**src/rtl/ithn_pkg.sv**
```systemverilog
// Shared types, register indexes and one's-complement helpers for the header normalizer.
package ithn_pkg;

	// Register indexes on the configuration port
	localparam int unsigned CfgIdxW = 2;
	localparam logic [CfgIdxW-1:0] REG_MIN_TTL      = 2'd0;
	localparam logic [CfgIdxW-1:0] REG_MAX_MSS      = 2'd1;
	localparam logic [CfgIdxW-1:0] REG_RANDOMIZE_ID = 2'd2;
	localparam logic [CfgIdxW-1:0] REG_CLEAR_DF     = 2'd3;
	localparam int unsigned CfgDataW = 16;

	// Don't-fragment flag in the flags/fragment word
	localparam logic [15:0] DF_BIT = 16'h4000;

	// One parsed header coming in
	typedef struct packed {
		logic        already_blocked;
		logic        is_ipv4;
		logic [15:0] ip_ident;
		logic [15:0] flags_fragment;
		logic [7:0]  time_to_live;
		logic [15:0] ip_header_sum;
		logic [15:0] fresh_ident;
		logic        tcp_syn;
		logic [15:0] mss_value;
		logic        mss_odd_offset;
		logic [15:0] tcp_sum;
		logic        checksum_deferred;
	} hdr_t;

	// Rewritten header going out
	typedef struct packed {
		logic [15:0] out_ip_ident;
		logic [15:0] out_flags_fragment;
		logic [7:0]  out_time_to_live;
		logic [15:0] out_ip_header_sum;
		logic [15:0] out_mss_value;
		logic [15:0] out_tcp_sum;
		logic        ip_rewritten;
		logic        mss_clamped;
	} res_t;

	// Configuration register contents
	typedef struct packed {
		logic [7:0]  min_ttl;
		logic [15:0] max_mss;
		logic        randomize_id;
		logic        clear_df;
	} cfg_t;

	// Incremental checksum update: HC' = ~(~HC + ~m + m'), end-around carry folded twice
	function automatic logic [15:0] oc_fix(input logic [15:0] sum, input logic [15:0] oldv,
		input logic [15:0] newv);
		logic [17:0] s;
		logic [16:0] f;
		s = {2'b00, ~sum} + {2'b00, ~oldv} + {2'b00, newv};
		f = {1'b0, s[15:0]} + {15'd0, s[17:16]};
		f = f + {16'd0, f[16]};
		return ~f[15:0];
	endfunction

	function automatic logic [15:0] swap16(input logic [15:0] v);
		return {v[7:0], v[15:8]};
	endfunction

endpackage

```
**src/rtl/ithn_cfg_regs.sv**
```systemverilog
// Configuration register file for the header normalizer.
module ithn_cfg_regs import ithn_pkg::*; (
	input  logic               clk,
	input  logic               arst_n,
	input  logic               wr_en,
	input  logic [CfgIdxW-1:0] wr_index,
	input  logic [CfgDataW-1:0] wr_data,
	output cfg_t               cfg
);

	cfg_t cfg_q;

	// Register writes, one field per index
	always_ff @(posedge clk or negedge arst_n) begin
		if (!arst_n) begin
			cfg_q <= '0;
		end else if (wr_en) begin
			unique case (wr_index)
				REG_MIN_TTL:      cfg_q.min_ttl      <= wr_data[7:0];
				REG_MAX_MSS:      cfg_q.max_mss      <= wr_data[15:0];
				REG_RANDOMIZE_ID: cfg_q.randomize_id <= wr_data[0];
				REG_CLEAR_DF:     cfg_q.clear_df     <= wr_data[0];
				default: ;
			endcase
		end
	end

	assign cfg = cfg_q;

endmodule

```
**src/rtl/ithn_ip_rewrite.sv**
```systemverilog
// IPv4 rewrite: ID replacement, DF clear and TTL floor with header checksum update.
module ithn_ip_rewrite import ithn_pkg::*; (
	input  hdr_t        hdr,
	input  cfg_t        cfg,
	output logic [15:0] ip_ident,
	output logic [15:0] flags_fragment,
	output logic [7:0]  time_to_live,
	output logic [15:0] ip_header_sum,
	output logic        ip_rewritten
);

	logic        ip_en;
	logic [15:0] sum_a;
	logic [15:0] sum_b;
	logic [15:0] ffw_clr;
	logic        do_id;
	logic        do_df;
	logic        do_ttl;

	// Any IPv4 rewrite enabled for an unblocked IPv4 header
	assign ip_en  = hdr.is_ipv4 && !hdr.already_blocked &&
		(cfg.randomize_id || cfg.clear_df || (cfg.min_ttl != 8'd0));
	assign do_id  = ip_en && cfg.randomize_id;
	assign do_df  = ip_en && cfg.clear_df && ((hdr.flags_fragment & DF_BIT) != 16'd0);
	assign do_ttl = ip_en && (cfg.min_ttl != 8'd0) && (hdr.time_to_live < cfg.min_ttl);

	assign ffw_clr = hdr.flags_fragment & ~DF_BIT;

	// Checksum chain in the fixed order ID, DF, TTL
	always_comb begin
		sum_a = hdr.ip_header_sum;
		if (do_id) begin
			sum_a = oc_fix(hdr.ip_header_sum, hdr.ip_ident, hdr.fresh_ident);
		end
		sum_b = sum_a;
		if (do_df) begin
			sum_b = oc_fix(sum_a, hdr.flags_fragment, ffw_clr);
		end
		ip_header_sum = sum_b;
		if (do_ttl) begin
			// TTL is the high byte of its checksum word
			ip_header_sum = oc_fix(sum_b, {hdr.time_to_live, 8'h00}, {cfg.min_ttl, 8'h00});
		end
	end

	assign ip_ident       = do_id ? hdr.fresh_ident : hdr.ip_ident;
	assign flags_fragment = do_df ? ffw_clr : hdr.flags_fragment;
	assign time_to_live   = do_ttl ? cfg.min_ttl : hdr.time_to_live;
	assign ip_rewritten   = do_id || do_df || do_ttl;

endmodule

```
**src/rtl/ithn_mss_clamp.sv**
```systemverilog
// TCP SYN MSS clamp with incremental TCP checksum update.
module ithn_mss_clamp import ithn_pkg::*; (
	input  hdr_t        hdr,
	input  cfg_t        cfg,
	output logic [15:0] mss_value,
	output logic [15:0] tcp_sum,
	output logic        mss_clamped
);

	logic        do_clamp;
	logic [15:0] old_w;
	logic [15:0] new_w;

	assign do_clamp = !hdr.already_blocked && hdr.tcp_syn && (cfg.max_mss != 16'd0) &&
		(hdr.mss_value > cfg.max_mss);

	// MSS straddling two checksum words enters the sum byte-swapped
	assign old_w = hdr.mss_odd_offset ? swap16(hdr.mss_value) : hdr.mss_value;
	assign new_w = hdr.mss_odd_offset ? swap16(cfg.max_mss) : cfg.max_mss;

	assign tcp_sum     = (do_clamp && !hdr.checksum_deferred) ?
		oc_fix(hdr.tcp_sum, old_w, new_w) : hdr.tcp_sum;
	assign mss_value   = do_clamp ? cfg.max_mss : hdr.mss_value;
	assign mss_clamped = do_clamp;

endmodule

```
**src/rtl/ip_tcp_header_normalizer_top.sv**
```systemverilog
// Top level of the IPv4/TCP header normalizer: config port, input and result registers.
//
// One header word is accepted per clock while in_ready is high. The accepting edge
// puts the header in the input register; a later edge, when the result register takes
// it, captures the rewrite (ID, DF, TTL and MSS with their checksum updates) into the
// result register behind out_data. The input register holds only while full with the
// result register stalled, so a new header still enters an empty input register while a
// result waits for out_ready. Configuration registers reset to zero (all rewrites off)
// and are written through the cfg port, which is always ready; write them only while idle.
module ip_tcp_header_normalizer_top import ithn_pkg::*; (
	input  logic                clk,
	input  logic                arst_n,
	input  logic                in_valid,
	output logic                in_ready,
	input  hdr_t                in_data,
	output logic                out_valid,
	input  logic                out_ready,
	output res_t                out_data,
	input  logic                cfg_valid,
	output logic                cfg_ready,
	input  logic [CfgIdxW-1:0]  cfg_index,
	input  logic [CfgDataW-1:0] cfg_data
);

	cfg_t cfg;
	hdr_t hdr_s1;
	logic vld_s1;
	res_t res_s2;
	logic vld_s2;
	res_t res_c;
	logic take_s2;

	assign cfg_ready = 1'b1;

	ithn_cfg_regs u_cfg (
		.clk      (clk),
		.arst_n   (arst_n),
		.wr_en    (cfg_valid),
		.wr_index (cfg_index),
		.wr_data  (cfg_data),
		.cfg      (cfg)
	);

	// Rewrite logic between the two registers
	ithn_ip_rewrite u_ip (
		.hdr            (hdr_s1),
		.cfg            (cfg),
		.ip_ident       (res_c.out_ip_ident),
		.flags_fragment (res_c.out_flags_fragment),
		.time_to_live   (res_c.out_time_to_live),
		.ip_header_sum  (res_c.out_ip_header_sum),
		.ip_rewritten   (res_c.ip_rewritten)
	);

	ithn_mss_clamp u_mss (
		.hdr         (hdr_s1),
		.cfg         (cfg),
		.mss_value   (res_c.out_mss_value),
		.tcp_sum     (res_c.out_tcp_sum),
		.mss_clamped (res_c.mss_clamped)
	);

	// Stage handshake: each stage loads when empty or when its word moves on
	assign take_s2  = !vld_s2 || out_ready;
	assign in_ready = !vld_s1 || take_s2;

	always_ff @(posedge clk or negedge arst_n) begin
		if (!arst_n) begin
			vld_s1 <= 1'b0;
			vld_s2 <= 1'b0;
		end else begin
			if (in_ready) begin
				vld_s1 <= in_valid;
			end
			if (take_s2) begin
				vld_s2 <= vld_s1;
			end
		end
	end

	// Payload registers
	always_ff @(posedge clk) begin
		if (in_valid && in_ready) begin
			hdr_s1 <= in_data;
		end
		if (take_s2 && vld_s1) begin
			res_s2 <= res_c;
		end
	end

	assign out_valid = vld_s2;
	assign out_data  = res_s2;

	// An empty input stage never refuses a word
	a_s1_empty_ready: assert property (@(posedge clk) disable iff (!arst_n)
		!vld_s1 |-> in_ready)
		else $error("input stage empty but not ready");

	// A stalled input-stage word is still there next cycle
	a_s1_hold: assert property (@(posedge clk) disable iff (!arst_n)
		vld_s1 && !take_s2 |=> vld_s1)
		else $error("input stage word dropped while stalled");

	// A clamped MSS equals the nonzero limit
	a_clamp_value: assert property (@(posedge clk) disable iff (!arst_n)
		out_valid && out_data.mss_clamped |->
			(out_data.out_mss_value == cfg.max_mss) && (cfg.max_mss != 16'd0))
		else $error("clamped MSS differs from limit");

	// No IPv4 rewrite is reported with every IPv4 rewrite disabled
	a_ip_disabled: assert property (@(posedge clk) disable iff (!arst_n)
		out_valid && out_data.ip_rewritten |->
			cfg.randomize_id || cfg.clear_df || (cfg.min_ttl != 8'd0))
		else $error("IPv4 rewrite flagged while disabled");

endmodule
```
**config.mk**
```make
export PLATFORM = sky130hd
export DESIGN_NAME = ip_tcp_header_normalizer_top
export DESIGN_NICKNAME = d
export VERILOG_FILES = /design/src/rtl/ithn_pkg.sv /design/src/rtl/ithn_cfg_regs.sv /design/src/rtl/ithn_ip_rewrite.sv /design/src/rtl/ithn_mss_clamp.sv /design/src/rtl/ip_tcp_header_normalizer_top.sv
export SDC_FILE = /design/constraint.sdc
export NUM_CORES = 1
export LEC_CHECK = 0
export BUFFER_PORTS_ARGS = -buffer_cell sky130_fd_sc_hd__clkbuf_2
export CORE_MARGIN = 8
export CORE_UTILIZATION = 30
export CTS_CLUSTER_DIAMETER = 120
export DETAILED_ROUTE_END_ITERATION = 12
export GPL_ROUTABILITY_DRIVEN = 0
export PLACE_DENSITY = 0.51
export SLEW_MARGIN = 20
export SYNTH_ARGS = -nofsm -noshare
export SYNTH_HDL_FRONTEND = slang
export SYNTH_HIERARCHICAL = 1
export SYNTH_SLANG_ARGS = --single-unit
```
**constraint.sdc**
```tcl
create_clock -name clk -period 38.9 [get_ports clk]
set_input_delay 0 -clock clk [delete_from_list [all_inputs] [get_ports clk]]
set_output_delay 0 -clock clk [all_outputs]
set_load 0.1 [all_outputs]
```
* Word-level counts from Yosys, hierarchy flattened
Cells that the tools add are included.
** Storage, ports and cells
- Bits in registers :: 227
- Input port bits :: 132
- Output and inout port bits :: 93
** Cells by class
- Add/sub/neg operators :: 16
- $lt $le $gt $ge :: 2
- Equal/unequal tests :: 3
- Muxes and demuxes :: 9
- Bitwise gates (word level) :: 12
- Reductions and logical operators :: 30
** Operators with widths (count)
- 16-bit NOT :: 12
- 16-bit 2-to-1 mux :: 8
- 18-bit by 16-bit adder with 18-bit output :: 4
- 16-bit by 16-bit adder with 17-bit output :: 4
- 16-bit by 2-bit adder with 17-bit output :: 4
- 16-bit by 1-bit adder with 16-bit output :: 4
- 16-bit greater-than comparator :: 1
- 16-bit nonzero test :: 1
- 1-bit logical AND :: 13
- 8-bit less-than comparator :: 1
- 8-bit 2-to-1 mux :: 1
- 2-bit AND reduction :: 4
- 8-bit nonzero test :: 1
- 1-bit logical OR :: 6
- 2-bit == test, second input constant :: 2
- 1-bit logical NOT :: 4
- 2-bit by 1-bit == test with 1-bit output, second input constant :: 1
- 2-bit logical NOT :: 1

* Logic depth before layout (Yosys ltp)
Gate-level depths: netlist of run 1.
- Depth after elaboration :: 21
- Gate-level depth with buffers :: 82
- Depth with buffers taken out :: 81

* By module
The synthesis of run 1 kept the hierarchy.
** Modules (own cells, without submodules)
- ithn_ip_rewrite :: instances 1, cells each 961, area each 6830.3 um^2, seq. area each 0.0 um^2
- ip_tcp_header_normalizer_top :: instances 1, cells each 209, area each 6090.8 um^2, seq. area each 6025.8 um^2
- ithn_mss_clamp :: instances 1, cells each 393, area each 2996.6 um^2, seq. area each 0.0 um^2
- ithn_cfg_regs :: instances 1, cells each 57, area each 1006.0 um^2, seq. area each 650.6 um^2

* Worst setup path after synthesis of run 1
Ideal clock, no wire load.
- Kind :: reg2reg
- Start :: register hdr_s1[52] (netlist bit)
- End :: register res_s2 (netlist bit out_data[49]) (data pin)
- Library setup time :: 0.262 ns
- Data arrival time :: 15.342 ns
- Required time :: 38.638 ns
- Setup slack :: 23.296 ns
- Cell stages (with the launch flop) :: 80
- Period minus slack after synthesis :: 15.604 ns
- Path through :: edfxtp_1 > fa_1 > inv_1 > ha_1 > inv_1 > fa_1 > nand2b_1 > a211oi_2 > o21a_1 > a31oi_1 > o21ai_0 > a21oi_1 > nor2_1 > fa_1 > nor2b_1 > nand2_1 > nor3_1 > nand2_1 > [44 not listed] > o21bai_1 > a21oi_1 > xnor2_1 > ha_1 > fa_1 > nand3_1 > nor2b_1 > nand2_1 > nor4_1 > ha_1 > nand3_1 > inv_1 > nand4_1 > nor3_1 > nand3_1 > a21oi_1 > xnor2_1 > o22ai_1
** RTL lines
- from (decl) :: RTL line ip_tcp_header_normalizer_top.sv:26 : hdr_t hdr_s1;
- from (signal assigned) :: RTL line ip_tcp_header_normalizer_top.sv:84 : hdr_s1 <= in_data;
- to (signal assigned) :: RTL line ip_tcp_header_normalizer_top.sv:87 : res_s2 <= res_c;
- to (decl) :: RTL line ip_tcp_header_normalizer_top.sv:28 : res_t res_s2;

==> impl_results.md, run 1 <==
- Drt pass-1 iters: 5
- Height of the die: 254 um
- Reg-to-Reg Start: hdr_s1[52]$_DFFE_PP_
- CP Launch Point: hdr_s1[52]$_DFFE_PP_
- CP required: 39.20 ns
- Combinational share of power: 0.543
- Mapped Nets: 1928
- Seq/Total Area, Yosys: 0.394
- Total GRT Usage: 0.154
- Crit Path Class: flop to flop
- Cells after DPL: 2552
- Grt ovf: 0
- Nets: 2275
- Relative slew margins: 0.303
- Met1 wire length: 23.1 mm
- Initial antenna violation count: 0
- Leading register cell type out of synthesis: edfxtp_1
- DR vias: 13400
- DIE WIDTH: 254 um
- Met3 Routed Length: 2.29 mm
- Final Non-Filler Cells: 2746
- Antenna viol nets, final: 0
- Number of flops mapped to enable cells by yosys: 199
- DR DRC count: 0
- Largest cells by area after synthesis: edfxtp_1 (35%), ha_1 (9.5%), fa_1 (5.7%), xnor2_1 (4.2%), dfrtp_1 (4.1%)
- First-pass GRT wire length: 78.3 mm
- I/O Buffers: 223
- Setup-failing EPs final: 0
- Fmax: 54.9 MHz
- CP endpoint: out_data[49]$_DFFE_PP_
- Crit. End Element: flop
- Met2 WL: 23.9 mm
- NetSw: 0.555 mW
- Longest Clk Path Bufs: 3
- RSZ-0062 raised after global routing: no
- Ys async rst share: 0.123
- Arr. time, crit path: 18.50 ns
- Status: finished, final reports clean
- Slew Viols, Final: 0
- Yosys warns: 6
- CTS sink count: 227
- Mapped Area: 16900 um2
- Highest routed layer: met4
- Most common cell after layout, fill and taps aside: clkbuf_2
- Num CTS Buffers: 28
- Startpoint types: flop
- First DRT Iteration DRCs: 707
- CTS tree: built
- Sw frac: 0.448
- TNS Setup: 0 ns
- H-tree Lvls: 1
- Int Pwr: 0.682 mW
- Min Tclk post-route: 18.20 ns
- Most frequent cells in the layout: clkbuf_2 (223), edfxtp_1 (199), inv_1 (146)
- Max Cap Viol: 0
- Site Rows: 87
- Synth area leader: edfxtp_1
- Skew final: 0.0174 ns
- Core area: 56100 um2
- Die area: 64300 um2
- R2R Setup Slk: 20.70 ns
- Vias in the first global route: 13900
- Avg Synthesized Cell Area: 10.4 um2
- Worst Tran Pin Value: 1.04 ns
- Clock power frac: 0.201
- Min-Delay Path Class: input port to asynchronous set/reset pin
- Tcrit/Tclk final: 0.468
- Critical-path maximum fanout: 10
- Drt total wl: 50.8 mm
- Clk_lat worst skew: 0.57 ns
- Starting Density: 0.302
- Vias per cell: 4.87
- Total setup buffers inserted after CTS: 0
- VDD IR max: 31.2 uV
- Capturing point of the worst reg2reg path: out_data[49]$_DFFE_PP_
- Hold Violations, Final: 0
- Worst hold slack: 0.0668 ns
- Worst R2R Path Depth: 79
- Distinct cells, synth: 109
- CP max stage cell: o32ai_1
- Layout cell share with drive strength beyond 1: 0.196
- Dpl hpwl: 39.7 mm
- LEAKAGE: 8.76 nW
- FF+latch count, synth: 227
- CP peak stage delay: 0.64 ns
- Io pins: 225
- Clock root buffer: clkbuf_16
- Gate Count Post-Synth: 1620
- Layout area overhead: 24.4%
- DR WL/cell: 18.5 um
- Top-area cell type share of the netlist area: 0.353
- CTS clk-pin slew, worst paths: 0.06 ns
- Pwr dens: 58.7 nW/um2
- Largest net degree at the start of global routing: 67
- Flop pwr share: 0.256
==> layer usage <==
metal / track usage / up-vias
li1: - / 6547
met1: 0.202 / 6447
met2: 0.262 / 308
met3: 0.0206 / 72
met4: 0.0508 / 0
met5: 0 / -
==> through the flow <==
stage	cell area, um2	utilization	worst slack (ns)	power, mW
final	21100	0.376	20.70	1.24
after global routing	21100	0.376	18.91	1.32
after CTS	21100	0.376	20.76	1.25
after detailed placement	18800	0.335	20.84	0.974
after global placement	18800	0.335	21.57	0.972
after floorplan	16900	-	23.30	0.832
==> logic make-up (layout without fill, tap and decap cells) <==
kind of cell / count (synthesis) / count (layout) / synth area share
xor+xnor: 136 / 136 / 0.0737
compound gates: 361 / 361 / 0.143
flops: 227 / 227 / 0.394
other cells: 1 / 2 / 0.000222
simple gates: 444 / 444 / 0.140
mux: 75 / 75 / 0.0481
buf+inv: 199 / 568 / 0.0489
fa+ha+maj: 177 / 177 / 0.152
==> flip-flops by register name (all words and copies together) (netlist names) <==
name,flops
hdr_s1,109
out_data,90
out_valid,1
u_cfg/cfg,26
vld_s1,1
==> power by group through the flow <==
stage               combinational, mW  clock [mW]  sequential (mW)
finish                          0.671       0.249            0.317
CTS                             0.669       0.259            0.318
global route                    0.735       0.267            0.320
detailed placement              0.652           0            0.322
floorplan                       0.446           0            0.386
global placement                0.650           0            0.322
==> synthesized netlist by cell type, types with 43 or more instances <==
| master | count |
|---|---|
| a21oi_1 | 91 |
| edfxtp_1 | 199 |
| fa_1 | 48 |
| ha_1 | 128 |
| inv_1 | 146 |
| mux2_2 | 50 |
| nand2_1 | 119 |
| nor2_1 | 78 |
| nor3_1 | 43 |
| o21ai_0 | 88 |
| xnor2_1 | 81 |
| xor2_1 | 50 |
==> worst min-delay path by stage <==
stage                 from                         to  slack (ns)
2_1_floorplan       arst_n      out_valid$_DFFE_PN0P_       -0.30
3_3_place_gp        arst_n  u_cfg/cfg[24]$_DFFE_PN0P_        0.13
4_1_cts             arst_n  u_cfg/cfg[24]$_DFFE_PN0P_        0.08
5_1_grt        in_data[88]       hdr_s1[88]$_DFFE_PP_        0.11
6_report            arst_n  u_cfg/cfg[24]$_DFFE_PN0P_        0.07
3_5_place_dp        arst_n  u_cfg/cfg[24]$_DFFE_PN0P_        0.14
==> critical path, delay by kind of cell, from the launching register on <==
kind                       cells  cell delay (ns)
buffers and inverters          3             0.26
xor gates and xnor gates       6             0.88
DFF                            1             0.42
adders and majority gates     16             4.63
AOI/OAI and AO/OA             23             5.21
and+or+nand+nor               30             6.21
muxes                          1             0.32
==> final cells by class <==
cell class | count | area [um2]
Antenna cell | 1 | 2.50
Clock buffer | 37 | 766
Clock inverter | 15 | 106
Fill cell | 5562 | 35000
Inverter | 146 | 548
Multi-Input combinational cell | 1194 | 9440
Sequential cell | 227 | 6680
Tap cell | 756 | 946
Timing Repair Buffer | 370 | 2570
==> timing repair <==
action                                 CTS  global route
resized for setup                        0             0
endpoints found under the hold margin  165             0
hold buffers                           141             0
No activity file was read; power rests on OpenSTA's default activity.
==> run 2: changes to the inputs <==
PLACE_DENSITY = 0.53   (was 0.51)
clock period = 15.1 ns   (was 38.9 ns; I/O delays follow)
==> impl_results.md, run 2 (synthesis gave the netlist of run 1 again) <==
- Pwr dens: 152 nW/um2 (+160%)
- Critical-path maximum fanout: 5 (-5)
- Layout area overhead: 35.0%
- Int Pwr: 1.94 mW (+180%)
- Startpoint types: flop
- Worst setup margin: 0.545 ns (-20.16 ns)
- Combinational share of power: 0.581 (+0.038)
- Reg-to-Reg Start: hdr_s1[92]$_DFFE_PP_
- Total Power: 3.47 mW (+180%)
- Min Tclk post-route: 14.56 ns (-3.64 ns)
- Clock root buffer: clkbuf_16
- Num CTS Buffers: 27 (-3.6%)
- Status: finished, final reports clean
- Io pins: 225 (unchanged)
- Final instance area: 22900 um2 (+8.5%)
- I/O Buffers: 223 (unchanged)
- Fmax: 68.7 MHz (+25%)
- Nets: 2421 (+6.4%)
- DR DRC count: 0 (unchanged)
- DR vias: 14000 (+4.4%)
- Skew final: 0.0144 ns (-0.00303 ns)
- Most common cell after layout, fill and taps aside: clkbuf_2
- Pre-CTS WS: -0.538 ns (-21.37 ns)
- Site Rows: 87 (unchanged)
- Clock power frac: 0.184 (-0.017)
- Height of the die: 254 um (unchanged)
- Setup-failing EPs final: 0 (unchanged)
- Crit. End Element: flop
- Sw frac: 0.442 (-0.00672)
- DIE WIDTH: 254 um (unchanged)
- DR WL/cell: 18.0 um (-2.5%)
- Flop pwr share: 0.235 (-0.021)
- Grt ovf: 0 (unchanged)
- Worst Tran Pin Value: 1.03 ns (-0.0180 ns)
- Largest Register: hdr_s1
- Final core utilization: 0.408 (+0.0320)
- Die area: 64300 um2 (unchanged)
- Crit Path Class: flop to flop
- Final Non-Filler Cells: 2890 (+5.2%)
- R2R Setup Slk: 0.54 ns (-20.16 ns)
- Layout cell share with drive strength beyond 1: 0.305 (+0.109)
- RSZ-0062 raised after global routing: yes
- Grt met2 use: 0.271 (+0.00911)
- Drt total wl: 52.2 mm (+2.7%)
- # fillers: 5440 (-2.2%)
- Vias per cell: 4.83 (-0.80%)
- Met3 Use GR: 0.0212 (+0.000613)
- Vias in the first global route: 14400 (+3.5%)
- Tcrit/Tclk final: 0.964 (+0.496)
- CTS sink count: 227 (unchanged)
- Hold Violations, Final: 0 (unchanged)
- CTS tree: built
- Min-Delay Path Class: input port to asynchronous set/reset pin
- First-pass GRT wire length: 79.2 mm (+1.3%)
- Dpl hpwl: 40.6 mm (+2.3%)
- VDD IR max: 86.7 uV (+180%)
- LEAKAGE: 9.56 nW (+9.1%)
- Initial antenna violation count: 0 (unchanged)
- Starting Density: 0.302 (unchanged)
- Longest Clk Path Bufs: 3 (unchanged)
- Core area: 56100 um2 (unchanged)
- Largest register FFs: 109 (unchanged)
- CTS clk-pin slew, worst paths: 0.06 ns (about the same)
- Worst R2R Path Depth: 76 (-3.8%)
- CP peak stage delay: 0.57 ns (-0.07 ns)
- Most frequent cells in the layout: clkbuf_2 (223), edfxtp_1 (199), buf_4 (153)
- Total GRT Usage: 0.155 (+0.000798)
- Most used cell, CP: a21oi_2
- Clk_lat worst skew: 0.55 ns (-0.02 ns)
- Capturing point of the worst reg2reg path: out_data[49]$_DFFE_PP_
- Drt pass-1 iters: 5 (unchanged)
- Slew Viols, Final: 0 (unchanged)
- Relative slew margins: 0.315 (+0.0120)
- Max Cap Viol: 0 (unchanged)
- CP required: 15.37 ns (-23.83 ns)
- First DRT Iteration DRCs: 674 (-4.7%)
- Dpl cell area: 19700 um2 (+4.8%)
- H-tree Lvls: 1 (unchanged)
- NetSw: 1.53 mW (+180%)
- CP max stage cell: fa_1
- Arr. time, crit path: 14.82 ns (-3.68 ns)
- Antenna viol nets, final: 0 (unchanged)
- Largest net degree at the start of global routing: 66 (-1.5%)
- Busiest grt layer: met2
- GRT met1 Usage: 0.199 (-0.00249)
- Cells after DPL: 2668 (+4.5%)
run 2: cell count changes in the layout (fill, tap and decap cells not counted), sizes merged:
cell      before  now
clkinv        12    7
clkinvlp       1    0
buf            6  153
clkbuf       260  263
run 2: how the worst max path moves through the flow:
stage	start	end	slack, ns	cells past startpoint
2_1_floorplan	hdr_s1[52]$_DFFE_PP_	out_data[49]$_DFFE_PP_	0.05	79
3_3_place_gp	hdr_s1[52]$_DFFE_PP_	out_data[48]$_DFFE_PP_	-0.09	78
3_5_place_dp	hdr_s1[52]$_DFFE_PP_	out_data[49]$_DFFE_PP_	-0.54	78
4_1_cts	hdr_s1[52]$_DFFE_PP_	out_data[49]$_DFFE_PP_	0.03	79
5_1_grt	hdr_s1[37]$_DFFE_PP_	out_data[49]$_DFFE_PP_	-0.33	76
6_report	hdr_s1[92]$_DFFE_PP_	out_data[49]$_DFFE_PP_	0.54	76
run 2: final cells by class:
cell class              count  area [um2]  share of cell area
multi-input cells        1194       10100               0.444
flip-flops and latches    227        6680               0.292
repair buffers            517        3680               0.161
well taps                 756         946              0.0414
clock buffers              40         797              0.0349
inverters                 146         548              0.0240
clock inverters             9        70.1             0.00307
diodes                      1        2.50            0.000110
run 2: metrics by stage:
step / hold slack [ns] / TNS, ns
after floorplan: -0.296 / 0
after global placement: 0.120 / -0.323
after detailed placement: 0.135 / -4.00
after CTS: 0.0833 / 0
after global routing: 0.137 / -2.25
final: 0.0934 / 0
run 2: power groups by stage:
stage	Sequential (mW)	Clock (mW)	Combinational [mW]
2_1_floorplan	0.994	0	1.16
3_3_place_gp	0.828	0	1.80
3_5_place_dp	0.829	0	1.81
4_1_cts	0.817	0.662	1.88
5_1_grt	0.823	0.685	2.19
6_report	0.815	0.638	2.02
run 2: worst max-delay path: cells and delay by family (launching register included):
family          cells  cell delay [ns]
simple gates       28             4.59
fa+ha+maj          16             4.25
compound gates     20             3.31
xor+xnor            5             0.77
buf+inv             6             0.66
flops               1             0.41
mux                 1             0.29
run 2: timing repair:
item | in CTS | in global routing
endpoints found under the setup margin | 12 | 16
gates cloned | 0 | 0
hold buffers | 141 | 0
hold endpoints to repair | 165 | 0
setup buffers | 7 | 24
pin swaps | 9 | 69
resized for setup | 13 | 131
run 2: layer usage:
layer	part of all wire	wire, um
met1	0.44	22800
met2	0.49	25700
met3	0.045	2360
met4	0.026	1360
met5	0	0
